[src/rtl/mwsf_pkg.sv]
// Shared types and fixed field widths for the maximum window sum finder.
// No dependencies.
package mwsf_pkg;

	localparam int SAMPLE_W = 16;
	localparam int LEN_W    = 12;
	localparam int PEAK_W   = 27;
	localparam int START_W  = 20;
	localparam logic [LEN_W-1:0]  LEN_RESET = 12'd1500;
	localparam logic [PEAK_W-1:0] PEAK_MAX  = '1;

	// per-stage control flags
	typedef struct packed {
		logic valid;
		logic last;
		logic full_before;  // window already full before this word
		logic full_after;   // window full including this word
	} ctrl_t;

	typedef struct packed {
		logic               window_seen;
		logic [START_W-1:0] peak_start;
		logic [PEAK_W-1:0]  peak_sum;
	} result_t;

endpackage

[src/rtl/mwsf_accum.sv]
// Running window sum and peak tracking; second and third pipeline stages.
// Depends on mwsf_pkg.
module mwsf_accum #(
	parameter int WINDOW_MAX = 2048
) (
	input  logic                           clk,
	input  logic                           arst_n,
	input  logic                           clr,
	input  logic                           advance,
	input  mwsf_pkg::ctrl_t                ctrl_s1,
	input  logic [mwsf_pkg::SAMPLE_W-1:0]  sample_s1,
	input  logic [mwsf_pkg::SAMPLE_W-1:0]  old_s1,
	input  logic [mwsf_pkg::START_W-1:0]   start_s1,
	output mwsf_pkg::ctrl_t                ctrl_s2,
	output logic                           res_valid,
	output mwsf_pkg::result_t              res
);
	import mwsf_pkg::*;

	localparam int SUM_W = SAMPLE_W + $clog2(WINDOW_MAX);
	localparam int EXT_W = (SUM_W > PEAK_W) ? SUM_W : PEAK_W;

	logic [SUM_W-1:0]   sum_q;
	logic [SUM_W-1:0]   sum_next;
	logic [SUM_W-1:0]   sum_s2;
	logic [START_W-1:0] start_s2;
	logic [SUM_W-1:0]   best_q;
	logic [START_W-1:0] best_start_q;
	logic [SUM_W-1:0]   best_next;
	logic [START_W-1:0] best_start_next;
	logic [EXT_W-1:0]   best_ext;

	always_comb begin
		sum_next = sum_q - (ctrl_s1.full_before ? SUM_W'(old_s1) : '0) + SUM_W'(sample_s1);
		// strictly greater keeps the earliest window on a tie
		if (ctrl_s2.full_after && (sum_s2 > best_q)) begin
			best_next       = sum_s2;
			best_start_next = start_s2;
		end else begin
			best_next       = best_q;
			best_start_next = best_start_q;
		end
		best_ext        = EXT_W'(best_next);
		res.peak_sum    = (best_ext > EXT_W'(PEAK_MAX)) ? PEAK_MAX : best_ext[PEAK_W-1:0];
		res.peak_start  = best_start_next;
		res.window_seen = ctrl_s2.full_after;
		res_valid       = advance && ctrl_s2.valid && ctrl_s2.last;
	end

	always_ff @(posedge clk) begin
		if (advance) begin
			sum_s2   <= sum_next;
			start_s2 <= start_s1;
		end
	end

	always_ff @(posedge clk or negedge arst_n) begin
		if (!arst_n) begin
			sum_q        <= '0;
			best_q       <= '0;
			best_start_q <= '0;
			ctrl_s2      <= '0;
		end else begin
			if (advance) begin
				ctrl_s2 <= ctrl_s1;
			end
			if (clr) begin
				sum_q <= '0;
			end else if (advance && ctrl_s1.valid) begin
				sum_q <= ctrl_s1.last ? '0 : sum_next;
			end
			if (clr) begin
				best_q       <= '0;
				best_start_q <= '0;
			end else if (advance && ctrl_s2.valid) begin
				best_q       <= ctrl_s2.last ? '0 : best_next;
				best_start_q <= ctrl_s2.last ? '0 : best_start_next;
			end
		end
	end

endmodule

[config.mk]
export PLATFORM = sky130hd
export DESIGN_NAME = mwsf_accum
export DESIGN_NICKNAME = d
export VERILOG_FILES = /design/src/rtl/mwsf_pkg.sv /design/src/rtl/mwsf_accum.sv
export SDC_FILE = /design/constraint.sdc
export NUM_CORES = 1
export LEC_CHECK = 0
export BUFFER_PORTS_ARGS = -buffer_cell sky130_fd_sc_hd__buf_4
export CORE_MARGIN = 2
export CORE_UTILIZATION = 38
export DETAILED_ROUTE_END_ITERATION = 8
export PLACE_DENSITY = 0.69
export SYNTH_ARGS = -nofsm -noshare
export SYNTH_HDL_FRONTEND = slang
export SYNTH_SLANG_ARGS = --single-unit
[constraint.sdc]
create_clock -name clk -period 3.26 [get_ports clk]
set_input_delay 0.163 -clock clk [delete_from_list [all_inputs] [get_ports clk]]
set_output_delay 0.163 -clock clk [all_outputs]
set_load 0.01 [all_outputs]
Word-level counts from Yosys, hierarchy flattened
Index checks and enable logic that the tools add are counted.
{ "word_totals": {"register_bits": 125, "word_cells": 32, "out_inout_bits": 53, "input_bits": 60} }
{ "classes": {"reduce_logical": 6, "mux": 13, "add_sub_neg": 2, "magnitude_cmp": 2} }
{ "op_table": {"columns": ["operator", "n"], "rows": [
  ["$mux 27", 8],
  ["$mux 20", 4],
  ["$add 27x16->27", 1],
  ["$gt 27x27->1", 1],
  ["$gt 27x27->1 const B", 1],
  ["$sub 27x16->27", 1],
  ["$mux 16", 1],
  ["$logic_and 1x1->1", 4],
  ["$reduce_bool 2->1", 2]
]} }

Depth between registers and ports, before layout
Gate-level depths: netlist of the first run.
{ "depth": {"depth_word": 6, "mapped_depth": 14, "depth_no_buf": 14} }

Worst setup path before layout of the first run
No wires, ideal clock.
{ "synth_path": {"path_type": "register to register", "start": "reg sum_q[2]", "end": "reg sum_s2[26] (data pin)", "setup_slack_ps": -146, "t_arrival_ps": 3148, "path_stages_with_launch": 14, "n_path_buf": 0, "t_required_ps": 3002, "cell_sequence": "dfrtp_1 -> inv_1 -> fa_1 -> inv_1 -> ha_1 -> a21o_1 -> a31oi_1 -> or4b_4 -> a21boi_2 -> a211oi_2 -> o41ai_4 -> mux2i_1 -> nand2_1 -> xnor2_1"} }
{ "synth_between": {"elab_chain_len": 2} }
{ "synth_lines": {"columns": ["element", "line", "source"], "rows": [
  ["start, declared", "mwsf_accum.sv:23", "logic [SUM_W-1:0] sum_q;"],
  ["start signal, assigned", "mwsf_accum.sv:70", "sum_q <= ctrl_s1.last ? '0 : sum_next;"],
  ["$sub 27x16->27", "mwsf_accum.sv:34", "sum_next = sum_q - (ctrl_s1.full_before ? SUM_W'(old_s1) : '0) + SUM_W'(sample_s1);"],
  ["$add 27x16->27", "mwsf_accum.sv:34", null],
  ["net sum_next[26]", "mwsf_accum.sv:24", "logic [SUM_W-1:0] sum_next;"],
  ["end signal, assigned", "mwsf_accum.sv:52", "sum_s2 <= sum_next;"],
  ["end, declared", "mwsf_accum.sv:25", "logic [SUM_W-1:0] sum_s2;"]
]} }
The timed path passes the listed nets, and every way through them passes these cells.
A chain may end at the register's enable or synchronous reset.

Final worst setup path of the first run
{ "layout_path": {"start": "reg sum_q[1]", "end": "reg sum_s2[26] (data pin)"} }
The elaborated chain is that of the path after synthesis.

==> out/metrics.csv, run 1 <==
stage,metric,value,unit
status,status,"finished, violations left",
status,failing checks,setup timing,
floorplanning,Initial Util,0.388,
worst_setup_path,crit-path max cell delay,0.56,ns
finish,Finished Layout Cells,1095,
logic_synthesis,"EDFF count, synth",47,
drt,Routed wire per std cell,15.1,µm
cts,CTS Buf Count,17,
drt,routed wire length,16500,µm
floorplanning,Core ar.,18800,µm²
logic_synthesis,syn_nets,806,
logic_synthesis,Gate Count Post-Synth,676,
finish,final instance area,9770,µm²
finish,FILL cells,1619,
cts,"Reg clk slew, reported paths",0.06,ns
logic_synthesis,Cell variety after synth,50,
hold_path,min-delay worst type,input pin to register,
sta,Tmin final,3.42,ns
floorplanning,Die Ht,142,µm
global_route,met2 Usage GRT,0.270,
global_route,gr ovfl total,0,
placement,Placed Area,8730,µm²
worst_setup_path,CP startpoint kind,register,
finish,multi-input logic area,3620,µm²
placement,cell count after placement,1033,
finish,area grow syn2layout,34.2,%
finish,diodes inserted,0,
sta,max_slew headroom,0.289,
cts,CTS Sinks,125,
drt,Via Count,5438,
cts,Clock Latency Late Sink,0.41,ns
global_route,GRT met1 Usage,0.225,
finish,Register Area,3360,µm²
worst_setup_path,"Buf+Inv Stages, Crit Path",2,
cts,Clock Path Buffers,2,
power,leak pwr,0.00461,µW
finish,fraction of layout cells with a size suffix above 1,0.268,
cts,CTS tree,built,
logic_synthesis,Syn Area/Cell,10.8,µm²
logic_synthesis,synthesis-stage register bit count,125,
sta,Worst Skew,0.00629,ns
global_route,antenna violations before repair,0,
placement,Port Buffers,112,
drt,Vias/cell,4.97,
worst_setup_path,Worst Path Max Fanout,3,
worst_setup_path,nature of the critical path endpoint,register,
logic_synthesis,Synthesis Warnings,0,
worst_setup_path,crit-path cells,"inv_1, fa_1, inv_2, fa_2, a21o_1, a31oi_2, or4b_4, a21boi_4, a211oi_4, o41ai_4, mux2i_1, nand2_1, xnor2_1",
placement,RD Place Congestion,0.841,
sta,unrepaired setup endpoints after global routing,true,
power,Final Power,6470,µW
logic_synthesis,"area leader, netlist",dfrtp_1,
floorplanning,num rows,50,
floorplanning,die area,20300,µm²
drt,Initial DRT Pass Iterations,5,
global_route,global-route wire length before repair,26900,µm
run,MaxCap Viol Count,0,
sta,Final Hold Viols,0,
worst_setup_path,crit path kind,register to register,
worst_setup_path,crit-path leading delay family,compound AO/OA/AOI/OAI gates,
sta,# setup viols final,4,
logic_synthesis,Synth Cell Area,7280,µm²
power,power per cell area,662,nW/µm²
cts,Root Buffer,clkbuf_16,
sta,worst slew pin tran,1.07,ns
drt,post-route ant nets,0,
sta,setup ws final,-0.165,ns
logic_synthesis,most area-consuming cells after synthesis,"dfrtp_1, edfxtp_1, ha_1",
drt,residual DRC count,0,
logic_synthesis,Post-synth ARST share,0.624,
global_route,vias in the first global route,5399,
logic_synthesis,Synth top area share,0.268,
sta,Final Cycle Share,1.05,
worst_setup_path,critical path's slowest cell,or4b_4,
placement,hpwl dp,11300,µm
logic_synthesis,sequential element share of the synthesized area,0.462,
worst_setup_path,required time of the worst setup path,3.43,ns
global_route,met3 usage,0.0313,
sta,Max Clk Rate,0.292,GHz
drt,initial DRC count,228,
finish,nets,978,
floorplanning,die width,142,µm
worst_setup_path,flop2flop setup slack,-0.16,ns
logic_synthesis,ys flop type,dfrtp_1,
worst_setup_path,crit path DAT,3.59,ns
global_route,largest net degree at the start of global routing,79,
power,maximum VDD drop,301,µV
floorplanning,# IOs,113,
cts,H-tree depth,4,
sta,count of pins over their slew limit,0,
global_route,GRT Max-Usage Layer,met2,
global_route,All-Layer GR Usage,0.168,
synthesized netlist by cell type, drive strengths merged, types with 4 or more instances:
cell	number
o21ai	39
clkbuf	25
o21a	4
nand4	6
and2	18
fa	16
a21o	25
nand2	43
ha	54
a22o	72
dfrtp	78
xnor2	17
xor2	6
a21oi	27
mux2	24
o21bai	5
nor2	15
a31oi	4
nand3	9
inv	105
edfxtp	47
nor2b	5
report_power, final:
group | internal (µW) | leakage [µW] | switching [µW] | total (µW)
logic | 1220 | 0.00278 | 1240 | 2460
clock network | 1290 | 0.000300 | 675 | 1970
registers | 1890 | 0.00153 | 153 | 2040
total | 4400 | 0.00461 | 2070 | 6470
state kept, by name, indices dropped and copies added, names as in the netlist:
signal        count
best_q           27
best_start_q     20
ctrl_s2           4
start_s2         20
sum_q            27
sum_s2           27
area by class of cell:
type | count | area share
Clock inverter | 12 | 0.0173
Tap cell | 234 | 0.0300
Multi-Input combinational cell | 418 | 0.370
Timing Repair Buffer | 181 | 0.152
Inverter | 105 | 0.0403
Clock buffer | 20 | 0.0457
Sequential cell | 125 | 0.344
placed cells by master (no fill, tap or decap), drive strengths merged, types with 3 or more instances in the layout:
master,count
a21o,25
a21oi,27
a22o,72
a31oi,4
and2,18
and3,3
buf,157
bufinv,4
clkbuf,21
clkinv,6
dfrtp,78
dlygate4sd3,23
edfxtp,47
fa,16
ha,54
inv,105
mux2,24
nand2,43
nand3,9
nand4,6
nand4b,3
nor2,15
nor2b,5
o21a,4
o21ai,39
o21bai,5
xnor2,17
xor2,6
tightest hold or removal path: stages:
cell and delay (ns):
buf_4 0.10, nand2_1 0.07, o21ai_0 0.07
per-stage QoR:
step	TNS (ns)	utilization	setup WS (ns)	hold WS, ns
floorplan	-0.00658	-	-0.00658	-0.133
global placement	-0.852	0.465	-0.191	0.341
detailed placement	-1.57	0.465	-0.246	0.343
CTS	-0.573	0.512	-0.140	0.00600
global route	-2.06	0.520	-0.304	0.0307
finish	-0.401	0.520	-0.165	0.0338
per-layer routing:
metal	up-vias	share of wire
met1	2550	0.47
met3	20	0.044
met5	-	0
li1	2731	-
met4	0	0.017
met2	137	0.46
worst paths after layout:
kind	from	to	cells after the start
setup / recovery	sum_q[1]$_DFFE_PN0P_	sum_s2[26]$_DFFE_PP_	13
hold / removal	ctrl_s1[3]	ctrl_s2[3]$_DFFE_PN0P_	3
setup reg to reg	sum_q[1]$_DFFE_PN0P_	sum_s2[26]$_DFFE_PP_	13
hold reg to reg	best_start_q[18]$_DFFE_PN0P_	best_start_q[18]$_DFFE_PN0P_	1
max in group asynchronous	arst_n	best_start_q[17]$_DFFE_PN0P_	2
min in group asynchronous	arst_n	best_start_q[5]$_DFFE_PN0P_	2
kinds of logic (layout without fill, tap and decap cells):
family | count (synthesis) | count (layout) | share of synthesized area
compound gates | 192 | 192 | 0.193
fa+ha+maj | 70 | 70 | 0.137
mux | 25 | 25 | 0.0385
buf+inv | 133 | 318 | 0.0693
simple gates | 108 | 108 | 0.0732
xor+xnor | 23 | 23 | 0.0277
flops | 125 | 125 | 0.462
what timing repair did:
| action | CTS | global route |
|---|---|---|
| endpoints found under the setup margin | 32 | 39 |
| resized for setup | 8 | 24 |
| pin swaps | 0 | 17 |
| hold buffers | 23 | 0 |
| setup buffers | 2 | 4 |
| endpoints found under the hold margin | 62 | 0 |
| cloned | 0 | 1 |
(Power assumes the default switching activity.)
==> inputs of run 2 (changes only) <==
- CORE_UTILIZATION: 38 -> 40
- PLACE_DENSITY: 0.69 -> 0.72
==> run 2 against run 1 <==
- the run still ends with setup timing left
- first-iteration DRC count is 21% higher
- die area fell by 4.9%
- cell area hardly changed
- cell count is 0.18% higher
- setup slack improved by 0.046 ns
- total power fell by 1.3%
- sequential power is essentially flat
- sequential share of layout area hardly changed
- clock power fell by 6%
- utilization increased by 2.5 points
- largest cell class unchanged
- highest routed layer unchanged
==> out/metrics.csv, run 2 (same netlist as run 1, synthesis figures left out) <==
stage,metric,value,unit
status,status,"finished, violations left",
status,failing checks,setup timing,
sta,Final Cycle Share,1.04,
drt,Routed wire per std cell,15.2,µm
hold_path,Hold Crit Start,ctrl_s1[2],
finish,Largest regs,"best_q: 27 flops, sum_q: 27 flops, sum_s2: 27 flops",
finish,"commonest non-fill, non-tap cells in the layout","buf_4, inv_1, dfrtp_1",
worst_setup_path,Worst Path Max Fanout,2,
power,leak pwr,0.00462,µW
sta,setup ws final,-0.119,ns
worst_setup_path,crit-path cells,"inv_2, fa_1, inv_2, ha_4, a21o_1, a31oi_4, or4b_4, a21boi_2, a211oi_2, o41ai_4, buf_4, a31oi_4, xnor2_1, a22o_1",
worst_setup_path,"Buf+Inv Stages, Crit Path",3,
sta,count of pins over their slew limit,0,
power,maximum VDD drop,346,µV
drt,Initial DRT Pass Iterations,4,
sta,setup tns final,-0.363,ns
worst_setup_path,nature of the critical path endpoint,register,
floorplanning,num rows,49,
global_route,GRT Max-Usage Layer,met2,
cts,"Reg clk slew, reported paths",0.06,ns
cts,CTS Sinks,125,
power,Comb power frac,0.391,
drt,residual DRC count,0,
global_route,largest net degree at the start of global routing,44,
drt,initial DRC count,275,
drt,post-route ant nets,0,
cts,Clock Path Buffers,2,
worst_setup_path,critical path's slowest cell,or4b_4,
worst_setup_path,Critical Path Start,sum_q[2]$_DFFE_PN0P_,
finish,area grow syn2layout,34.2,%
floorplanning,Core ar.,17900,µm²
placement,pre-CTS setup slack,-0.216,ns
sta,unrepaired setup endpoints after global routing,true,
power,sequential share of power,0.320,
global_route,global-route wire length before repair,27000,µm
global_route,vias in the first global route,5547,
sta,Max Clk Rate,0.296,GHz
sta,worst slew pin tran,0.694,ns
floorplanning,die width,139,µm
floorplanning,# IOs,113,
worst_setup_path,CP startpoint kind,register,
global_route,gr ovfl total,0,
floorplanning,Die Ht,139,µm
worst_setup_path,R2R depth,14,
hold_path,hold depth,2,
run,MaxCap Viol Count,0,
placement,hpwl dp,11900,µm
sta,Worst Skew,0.00891,ns
cts,Clock Latency Late Sink,0.40,ns
drt,routed wire length,16700,µm
worst_setup_path,flop2flop setup slack,-0.12,ns
drt,Vias/cell,5.09,
global_route,antenna violations before repair,0,
sta,# setup viols final,5,
finish,final core occ,0.546,
global_route,met2 Usage GRT,0.276,
hold_path,min-delay worst type,input pin to register,
drt,Via Count,5589,
finish,nets,985,
power,P_int,4320,µW
global_route,All-Layer GR Usage,0.173,
sta,max_slew headroom,0.538,
power,power per cell area,653,nW/µm²
worst_setup_path,FF-to-FF End,sum_q[24]$_DFFE_PN0P_,
worst_setup_path,crit path DAT,3.67,ns
power,Sw Share,0.323,
power,switching power,2060,µW
finish,diodes inserted,0,
placement,Port Buffers,112,
placement,RD Place Congestion,0.839,
global_route,met3 usage,0.0245,
worst_setup_path,Reg2Reg Launch Point,sum_q[2]$_DFFE_PN0P_,
finish,"most common cell after layout, fill and taps aside",buf_4,
sta,Tmin final,3.38,ns
finish,fraction of layout cells with a size suffix above 1,0.279,
sta,Final Hold Viols,0,
hold_path,"Endpoint, Worst Hold",ctrl_s2[2]$_DFFE_PN0P_,
worst_setup_path,required time of the worst setup path,3.55,ns
worst_setup_path,crit path kind,register to register,
global_route,GRT met1 Usage,0.239,
power,clock share of power,0.290,
finish,final instance area,9770,µm²
cts,CTS Buf Count,17,
cts,CTS tree,built,
cts,Root Buffer,clkbuf_16,
placement,Placed Area,8750,µm²
floorplanning,Initial Util,0.407,
cts,H-tree depth,4,
worst_setup_path,crit-path max cell delay,0.56,ns
worst_setup_path,crit-path leading delay family,compound AO/OA/AOI/OAI gates,
floorplanning,die area,19300,µm²
finish,FILL cells,1563,
-- run 2: repair_timing --
action / 4_1_cts / 5_1_grt
hold buffers: 22 / 0
pin swaps: 2 / 9
setup buffers: 2 / 4
endpoints found under the setup margin: 17 / 37
gates resized for setup: 9 / 32
gates cloned: 0 / 0
endpoints found under the hold margin: 62 / 0
-- run 2: layout make-up --
type                       instances  area (µm²)  area share
multi-input combinational        418        3680       0.376
sequential                       125        3360       0.344
timing repair buffer             188        1470       0.151
clock buffer                      24         462      0.0472
inverter                         105         394      0.0403
tap                              229         287      0.0293
clock inverter                     8         116      0.0119
-- run 2: stage by stage --
stage / total power (µW) / hold slack (ns) / cells
4_1_cts: 6300 / 0.0219 / 1093
3_3_place_gp: 4310 / 0.208 / 1037
5_1_grt: 6760 / 0.0210 / 1097
2_1_floorplan: 3420 / -0.133 / 676
6_report: 6380 / 0.0423 / 1097
3_5_place_dp: 4350 / 0.215 / 1037
-- run 2: how the worst max path moves through the flow --
stage / cells past startpoint / endpoint / slack (ns)
2_1_floorplan: 13 / sum_s2[26]$_DFFE_PP_ / -0.007
6_report: 14 / sum_q[24]$_DFFE_PN0P_ / -0.12
3_3_place_gp: 14 / sum_s2[26]$_DFFE_PP_ / -0.18
4_1_cts: 14 / sum_q[24]$_DFFE_PN0P_ / -0.1
5_1_grt: 14 / sum_q[24]$_DFFE_PN0P_ / -0.20
3_5_place_dp: 15 / sum_q[24]$_DFFE_PN0P_ / -0.22
-- run 2: power by group through the flow --
stage,combinational (µW),clock [µW],sequential (µW)
3_3_place_gp,2250,0,2060
3_5_place_dp,2290,0,2060
5_1_grt,2740,1960,2060
2_1_floorplan,1400,0,2020
4_1_cts,2370,1890,2040
6_report,2490,1850,2040
-- run 2: metal layers --
metal	wire length (µm)	up-vias
met5	0	-
met4	445	0
met3	573	28
met2	7800	126
met1	7890	2697
li1	-	2738
